--- src/vpt_ram.sv ---
// Generic single-port-write, single-read RAM with registered read data.
// No dependencies.
module vpt_ram #(
  parameter int unsigned Width = 8,
  parameter int unsigned Depth = 16
) (
  input  logic                     clk_i,
  input  logic                     we_i,
  input  logic [$clog2(Depth)-1:0] waddr_i,
  input  logic [Width-1:0]         wdata_i,
  input  logic [$clog2(Depth)-1:0] raddr_i,
  output logic [Width-1:0]         rdata_o
);
  logic [Width-1:0] mem [Depth];

  always_ff @(posedge clk_i) begin
    if (we_i) begin
      mem[waddr_i] <= wdata_i;
    end
    rdata_o <= mem[raddr_i];
  end
endmodule

--- config.mk ---
export PLATFORM = sky130hd
export DESIGN_NAME = vpt_ram
export DESIGN_NICKNAME = d
export VERILOG_FILES = /design/src/vpt_ram.sv
export SDC_FILE = /design/constraint.sdc
export NUM_CORES = 1
export LEC_CHECK = 0
export ABC_AREA = 1
export BUFFER_PORTS_ARGS = -buffer_cell sky130_fd_sc_hd__buf_4
export CAP_MARGIN = 20
export CORE_MARGIN = 3
export CORE_UTILIZATION = 33
export DETAILED_ROUTE_END_ITERATION = 10
export SYNTH_ARGS = -nofsm -noshare
export SYNTH_HDL_FRONTEND = slang
export SYNTH_SLANG_ARGS = --single-unit
--- constraint.sdc ---
create_clock -name clk_i -period 1.6 [get_ports clk_i]
set_clock_uncertainty 0.2 [all_clocks]
set_input_delay 0.08 -clock clk_i [delete_from_list [all_inputs] [get_ports clk_i]]
set_output_delay 0.08 -clock clk_i [all_outputs]
set_load 0.01 [all_outputs]
==> results of run 1 <==
==> worst max-delay path: stages <==
cell and delay [ns]:
dlygate4sd3_1 0.52, buf_4 0.11, buf_4 0.35, nand3_1 0.14, nand3_1 0.13, nand3_1 0.14, nand2_1 0.09
==> worst paths after layout <==
check             startpoint  slack, ns    endpoint
setup / recovery  raddr_i[1]       0.18  rdata_o[2]
hold reg to reg    mem[4][1]       0.49  rdata_o[1]
hold / removal    raddr_i[2]       0.06  rdata_o[1]
setup reg to reg   mem[9][2]       0.38  rdata_o[2]
==> sequential cells by signal, indices dropped and copies added, names as in the netlist <==
name and count:
mem 128, rdata_o 8
==> synthesized netlist by cell type <==
cell / instances / area (µm²)
nand2_1: 173 / 649
edfxtp_1: 128 / 3840
inv_1: 100 / 375
nand3_1: 97 / 485
nor2_1: 17 / 63.8
buf_2: 13 / 65.1
dfxtp_1: 8 / 160
buf_6: 6 / 67.6
buf_4: 4 / 30.0
inv_2: 2 / 7.51
nand3b_1: 2 / 15.0
buf_1: 1 / 3.75
==> final cells by class <==
class	instances	area share, %
well taps	220	3.94
multi-input cells	289	17.4
flip-flops and latches	136	57.3
clock buffers	22	6.35
repair buffers	61	7.44
clock inverters	10	2.17
inverters	102	5.48
==> metrics by stage <==
stage / area [µm²] / power [µW] / std cells / setup slack [ns]
finish: 6990 / 8530 / 840 / 0.176
global route: 6990 / 8830 / 840 / 0.141
CTS: 6990 / 8600 / 840 / 0.201
detailed placement: 6300 / 4620 / 798 / 0.255
global placement: 6300 / 4610 / 798 / 0.252
floorplan: 5770 / 4370 / 551 / 0.369
==> report_power, final <==
| part | switching [µW] | leakage, µW | internal, µW |
|---|---|---|---|
| clock | 1390 | 0.000291 | 2590 |
| sequential | 25.0 | 0.00122 | 3980 |
| combinational | 351 | 0.00150 | 197 |
| total | 1760 | 0.00302 | 6770 |
==> metal layers <==
metal  global-route usage, %  routed length [µm]  vias to the layer above
li1                        -                   -                     1889
met1                    18.3                6010                     1804
met2                    22.4                6150                       89
met3                    3.97                 580                       15
met4                    5.56                 243                        0
met5                       0                   0                        -
==> cell families after synthesis <==
group,after synthesis
and+or+nand+nor,289
DFF,136
buffers and inverters,126
==> key figures, run 1 <==
Timing
  – Period utilization: 89.0%
  – # setup viols final: 0
  – Final hold slack: 0.0552 ns
  – Fin. max-slew vios: 0
  – TNS Setup: 0 ns
  – Fin. Hold Viols: 0
  – Period minus WS final: 1.42 ns
  – Worst Tran Pin Value: 0.396 ns
  – Max Fclk: 702 MHz
  – RSZ-0062 raised after global routing: no
  – Max_slew headroom: 73.6%

Place
  – Port Buf Inserts: 25
  – Hpwl dp: 8110 µm
  – Gpl congestion: 0.798

Worst setup path
  – Worst setup SP type: input port
  – Req. time, crit path: 1.76 ns
  – Critical path type: input port to flip-flop
  – Critical Path Fanout Max: 32
  – Crit path DAT: 1.58 ns
  – Worst R2R Path Depth: 6
  – Crit. End Element: flip-flop

Clock network
  – Buffers from clock root to sink, at most: 2
  – Post-cts sizing count: 0
  – Worst skew pair latency: 0.42 ns
  – CTS buffer count: 17
  – Root buffer selected by CTS: clkbuf_16
  – Count of hold buffers inserted by post-cts repair: 10
  – Clock-pin slew on the worst setup and hold paths: 0.05 ns
  – Clock sinks: 136
  – TritonCTS clock tree: built
  – Post-CTS setup buffers: 0
  – CTS H-tree lvls: 4

GRT
  – Initial antenna violation count: 0
  – Global-route wire length before repair: 20400 µm
  – Final global-route overflow total: 0
  – Gr usage total: 14.0%
  – Vias in the first global route: 3705
  – Pin count of the biggest net entering global routing: 65

Logic synthesis
  – Sequential-to-total area share from yosys stat: 69.4%
  – Warnings, synthesis: 0
  – Mux cell area share after synthesis: 0%
  – Simple-Gate Fraction of Synth Area: 21.0%
  – Main combinational cell family by area after synthesis: simple AND/OR/NAND/NOR gates
  – Synth Net Count: 569
  – Synthesized area: 5770 µm²
  – FF+latch count, synth: 136
  – Compound-Gate Fraction of Synth Area: 0%
  – Distinct cells, synth: 12
  – Cells after Synth: 551
  – Synth Area in XOR/XNOR: 0%
  – Post-Synth Adder-Cell Area: 0%
  – Syn_area_per_cell: 10.5 µm²

Route
  – Routed WL: 13000 µm
  – Antenna viol nets, final: 0
  – DR WL/cell: 15.5 µm
  – Post-route DRC: 0
  – Via/cell ratio: 4.52
  – DRT iter0 DRCs: 342
  – Vias post-DR: 3797
  – Drt pass-1 iters: 4

Final layout
  – Fillers: 1657
  – Commonest cells after routing, fill and taps aside: 173 x nand2_1, 128 x edfxtp_1, 100 x inv_1, 97 x nand3_1, 48 x buf_4
  – Final net count: 625
  – Multi-input gate area: 1210 µm²
  – Diode count: 0
  – Post-Route Utilization: 41.6%
  – Register area: 4000 µm²
  – Area growth, synth to finish: 21.2%
  – Fraction of layout cells with a size suffix above 1: 12.6%
  – Most common cell after layout, fill and taps aside: nand2_1

Pwr
  – Lkg Pwr: 0.00302 µW
  – Pwr Density: 1220 nW/µm²
  – Peak supply drop: 0.756 mV

Die
  – I/O pin count: 26
  – Die area: 19100 µm²
  – Starting Density: 34.3%
  – Chip width: 138 µm
  – Die height: 138 µm
  – Core Area: 16800 µm²
  – FP Rows: 47

Worst hold path
  – Type of the worst min-delay path: input port to flip-flop
  – WHS Path Cells: 5

Flow run
  – Max-cap violations: 0

Outcome
  – Outcome: completed
(Power assumes the default switching activity.)
==> inputs of run 2 (changes only) <==
GPL_TIMING_DRIVEN = 0   (was unset)
PLACE_DENSITY = 0.57   (was unset)
TNS_END_PERCENT = 10   (was unset)
==> run 2 against run 1 <==
Via count up 3.8%. Total power decreased by 3.0%. Global-route usage increased by 1.5 points. Combinational power rose by 5.7%. Maximum frequency is 9.7% lower. Routed wire length increased by 12%. Critical endpoint is now rdata_o[1].
==> key figures, run 2 (synthesis results as in run 1) <==
Outcome
  – Outcome: completed

Worst setup path
  – Critical Path Fanout Max: 10
  – Crit-path cells: dlygate4sd3_1, buf_2, clkinvlp_4, buf_4, nand3_1, nand3_1, nand2_1
  – Crit path DAT: 1.72 ns
  – CP peak stage delay: 0.54 ns
  – Crit path max-delay cell type: dlygate4sd3_1
  – WP buf/inv: 4
  – Cell mode on critical path: nand3_1
  – Critical path type: input port to flip-flop
  – Delay-heaviest family, CP: buffers and inverters
  – Req. time, crit path: 1.75 ns
  – Worst setup SP type: input port
  – Crit. End Element: flip-flop

Clock network
  – TritonCTS clock tree: built
  – Worst skew pair latency: 0.41 ns
  – Clock-pin slew on the worst setup and hold paths: 0.05 ns
  – Root buffer selected by CTS: clkbuf_16
  – Clock sinks: 136
  – CTS buffer count: 17
  – CTS H-tree lvls: 4
  – Post-CTS setup buffers: 0
  – Buffers from clock root to sink, at most: 2

Die
  – Die area: 19100 µm²
  – Die height: 138 µm
  – Starting Density: 34.3%
  – I/O pin count: 26
  – Core Area: 16800 µm²
  – Chip width: 138 µm
  – FP Rows: 47

Timing
  – RSZ-0062 raised after global routing: no
  – Fin. Hold Viols: 0
  – # setup viols final: 0
  – Max Fclk: 634 MHz
  – Period utilization: 98.5%
  – Max_slew headroom: 35.7%
  – Worst Tran Pin Value: 0.961 ns
  – Period minus WS final: 1.58 ns
  – Fin. max-slew vios: 0

Place
  – Hpwl dp: 9470 µm
  – Placed cell areas: 6210 µm²
  – Placed insts: 793
  – Gpl congestion: 0.867
  – Port Buf Inserts: 22

Final layout
  – Area growth, synth to finish: 19.4%
  – Multi-input gate area: 1210 µm²
  – Final instance area: 6880 µm²
  – Commonest cells after routing, fill and taps aside: 173 x nand2_1, 128 x edfxtp_1, 99 x inv_1, 97 x nand3_1, 26 x buf_4
  – Post-Route Utilization: 40.9%
  – Fraction of layout cells with a size suffix above 1: 12.3%
  – Register area: 4000 µm²
  – Most common cell after layout, fill and taps aside: nand2_1
  – Biggest regs: mem x128, rdata_o x8
  – Top reg by flops: mem
  – Diode count: 0
  – Fillers: 1649
  – Finished Layout Cells: 836
  – Final net count: 621
  – Max reg flops: 128

Flow run
  – Max-cap violations: 0

GRT
  – Initial antenna violation count: 0
  – Gr usage total: 15.6%
  – Vias in the first global route: 3785
  – Final global-route overflow total: 0
  – Pin count of the biggest net entering global routing: 17
  – Global-route wire length before repair: 22200 µm

Route
  – Drt pass-1 iters: 5
  – DRT iter0 DRCs: 508
  – Via/cell ratio: 4.71
  – Vias post-DR: 3940
  – Post-route DRC: 0
  – DR WL/cell: 17.4 µm
  – Antenna viol nets, final: 0
  – Routed WL: 14500 µm

Pwr
  – Pwr Density: 1200 nW/µm²
  – Peak supply drop: 0.764 mV
  – Lkg Pwr: 0.00293 µW

Worst hold path
  – Type of the worst min-delay path: input port to flip-flop
## run 2: cell count changes in the layout (fill, tap and decap cells not counted), sizes merged
cell         previous run  this run
clkbuf                 22        18
bufinv                  4         2
buf                    51        46
clkinv                  6         8
clkinvlp                0         5
dlygate4sd3            10        11
inv                   102       101
## run 2: worst min-delay path: stages
cell and delay (ns):
buf_4 0.10, inv_2 0.09, nand2_1 0.07, nand2_1 0.05, nand2_1 0.06, nand3_1 0.06
nand3_1 0.07, nand2_1 0.07
## run 2: power by group
group,internal [µW],switching [µW]
sequential,3980,21.5
combinational,193,386
clock,2270,1420
## run 2: layout make-up
class	instances	area share, %
Clock inverter	14	1.94
Buffer	24	2.42
Sequential cell	136	58.2
Clock buffer	18	6.23
Timing Repair Buffer	33	4.00
Multi-Input combinational cell	289	17.6
Tap cell	220	4.00
Inverter	102	5.62
## run 2: path summary, 6_finish.rpt
path         startpoint          to  slack, ns  cells past startpoint
max          raddr_i[2]  rdata_o[1]       0.02                      7
min          raddr_i[0]  rdata_o[2]       0.08                      8
max reg2reg  mem[14][0]  rdata_o[0]       0.35                      6
min reg2reg  mem[12][1]  rdata_o[1]       0.49                      6
## run 2: what timing repair did
item | 4_1_cts | 5_1_grt
setup endpoints to repair | 0 | 2
endpoints found under the hold margin | 136 | 0
hold buffers | 11 | 0
resized for setup | 0 | 1
## run 2: stage by stage
step / TNS (ns) / hold WS (ns) / power, µW / setup slack [ns]
final: 0 / 0.0842 / 8270 / 0.0237
after floorplan: 0 / -0.0211 / 4370 / 0.369
after global placement: -8.72 / 0.233 / 4630 / -0.217
after global routing: 0 / 0.124 / 8550 / 0.00500
after detailed placement: -11.76 / 0.243 / 4630 / -0.236
after CTS: 0 / 0.0703 / 8330 / 0.0530
## run 2: per-layer routing
layer	vias up	wire, µm	track usage (%)
met2	117	6690	23.6
met5	-	0	0
met3	29	659	2.94
li1	1880	-	-
met1	1914	6780	21.7
met4	0	412	7.38
==> inputs of run 3 (changes only) <==
RECOVER_POWER = 50   (was unset)
==> run 3 against run 2 <==
Clock power about the same. Final area decreased by 0.64%. Critical endpoint unchanged. Critical path type unchanged. Die area unchanged. First-iteration DRC count fell by 3.0%. Total power is 0.13% lower. Core utilization down 0.26 points. Maximum frequency up 1.4%. Cell count did not move. Sequential cell count unchanged. Critical path depth unchanged. Routed wire length down 0.65%.
==> key figures, run 3 (synthesis results as in run 1) <==
Outcome
  – Outcome: completed

Route
  – DRT iter0 DRCs: 493
  – Drt pass-1 iters: 4
  – Routed WL: 14400 µm
  – Vias post-DR: 3861
  – Post-route DRC: 0
  – DR WL/cell: 17.3 µm
  – Via/cell ratio: 4.62
  – Antenna viol nets, final: 0

Clock network
  – Worst skew pair latency: 0.41 ns
  – Clock-pin slew on the worst setup and hold paths: 0.05 ns
  – Root buffer selected by CTS: clkbuf_16
  – CTS buffer count: 17
  – TritonCTS clock tree: built
  – Clock sinks: 136
  – Buffers from clock root to sink, at most: 2
  – CTS H-tree lvls: 4

Die
  – Chip width: 138 µm
  – Die height: 138 µm
  – FP Rows: 47
  – Core Area: 16800 µm²
  – I/O pin count: 26
  – Die area: 19100 µm²
  – Starting Density: 34.3%

Place
  – Place WS: -0.236 ns
  – Port Buf Inserts: 22
  – Hpwl dp: 9470 µm
  – Placed insts: 793
  – Gpl congestion: 0.867

GRT
  – Final global-route overflow total: 0
  – Vias in the first global route: 3785
  – Gr usage total: 15.6%
  – Global-route wire length before repair: 22200 µm
  – Initial antenna violation count: 0
  – Pin count of the biggest net entering global routing: 17

Timing
  – Fin. Hold Viols: 0
  – Final hold slack: 0.0844 ns
  – Final worst slack: 0.0451 ns
  – Period minus WS final: 1.55 ns
  – # setup viols final: 0
  – RSZ-0062 raised after global routing: no
  – Max Fclk: 643 MHz
  – Period utilization: 97.2%
  – Fin. max-slew vios: 0
  – Worst Tran Pin Value: 0.921 ns
  – TNS Setup: 0 ns
  – Max_slew headroom: 38.4%

Final layout
  – Register area: 4000 µm²
  – Commonest cells after routing, fill and taps aside: 173 x nand2_1, 128 x edfxtp_1, 99 x inv_1, 97 x nand3_1
  – Top reg by flops: mem
  – Most common cell after layout, fill and taps aside: nand2_1
  – Multi-input gate area: 1210 µm²
  – Fillers: 1652
  – Final net count: 621
  – Fraction of layout cells with a size suffix above 1: 10.9%
  – Diode count: 0
  – Biggest regs: mem x128, rdata_o x8
  – Max reg flops: 128
  – Area growth, synth to finish: 18.6%
  – Finished Layout Cells: 836

Worst hold path
  – Type of the worst min-delay path: input port to flip-flop

Worst setup path
  – Critical Path Fanout Max: 10
  – Req. time, crit path: 1.75 ns
  – Worst setup SP type: input port
  – WP buf/inv: 4
  – Delay-heaviest family, CP: buffers and inverters
  – Cell mode on critical path: nand3_1
  – Crit path max-delay cell type: dlygate4sd3_1
  – Crit path DAT: 1.71 ns
  – Crit. End Element: flip-flop
  – Critical path type: input port to flip-flop
  – Crit-path cells: dlygate4sd3_1, buf_2, clkinvlp_4, buf_4, nand3_1, nand3_1, nand2_1
  – CP peak stage delay: 0.54 ns

Pwr
  – Design Power: 8260 µW
  – Lkg Pwr: 0.00290 µW
  – Pwr Density: 1210 nW/µm²
  – Peak supply drop: 0.764 mV

Flow run
  – Max-cap violations: 0
run 3: cell types whose count changed in the layout (fill, tap and decap cells not counted), sizes merged:
cell and change:
clkbuf +13, buf -13
run 3: layer usage:
metal	GRT usage, %	routed length (µm)	up-vias
met2	23.6	6590	127
met3	2.94	692	33
li1	-	-	1876
met4	7.38	439	0
met1	21.7	6730	1825
met5	0	0	-
run 3: repair_timing:
action / in CTS / in global routing
resized for setup: 0 / 1
setup endpoints to repair: 0 / 2
hold endpoints to repair: 136 / 0
hold buffers: 11 / 0
buffers inserted: 0 / 0
run 3: path summary, 6_finish.rpt:
kind	from	end	slack [ns]	depth (start not counted)
max	raddr_i[2]	rdata_o[1]	0.05	7
min	raddr_i[0]	rdata_o[2]	0.08	8
max reg2reg	mem[14][0]	rdata_o[0]	0.35	6
min reg2reg	mem[12][1]	rdata_o[1]	0.48	6
run 3: worst min-delay path, delay by kind of cell:
kind / cells / cell delay, ns
buf+inv: 2 / 0.19
simple gates: 6 / 0.37
run 3: power by group:
| part | total, µW | internal (µW) | switching [µW] | leakage [µW] |
|---|---|---|---|---|
| logic | 558 | 175 | 383 | 0.00141 |
| registers | 4010 | 3990 | 21.3 | 0.00122 |
| clock network | 3700 | 2270 | 1430 | 0.000264 |
run 3: final cells by class:
class | count | area share [%]
flip-flops and latches | 136 | 58.5
multi-input cells | 289 | 17.7
clock buffers | 18 | 6.27
inverters | 102 | 5.65
well taps | 220 | 4.02
repair buffers | 33 | 3.38
plain buffers | 24 | 2.43
clock inverters | 14 | 1.96
run 3: metrics by stage:
step	cell area, µm²	utilization, %
floorplan	5770	-
CTS	6880	40.9
finish	6840	40.7
global route	6840	40.7
global placement	6210	36.9
detailed placement	6210	36.9
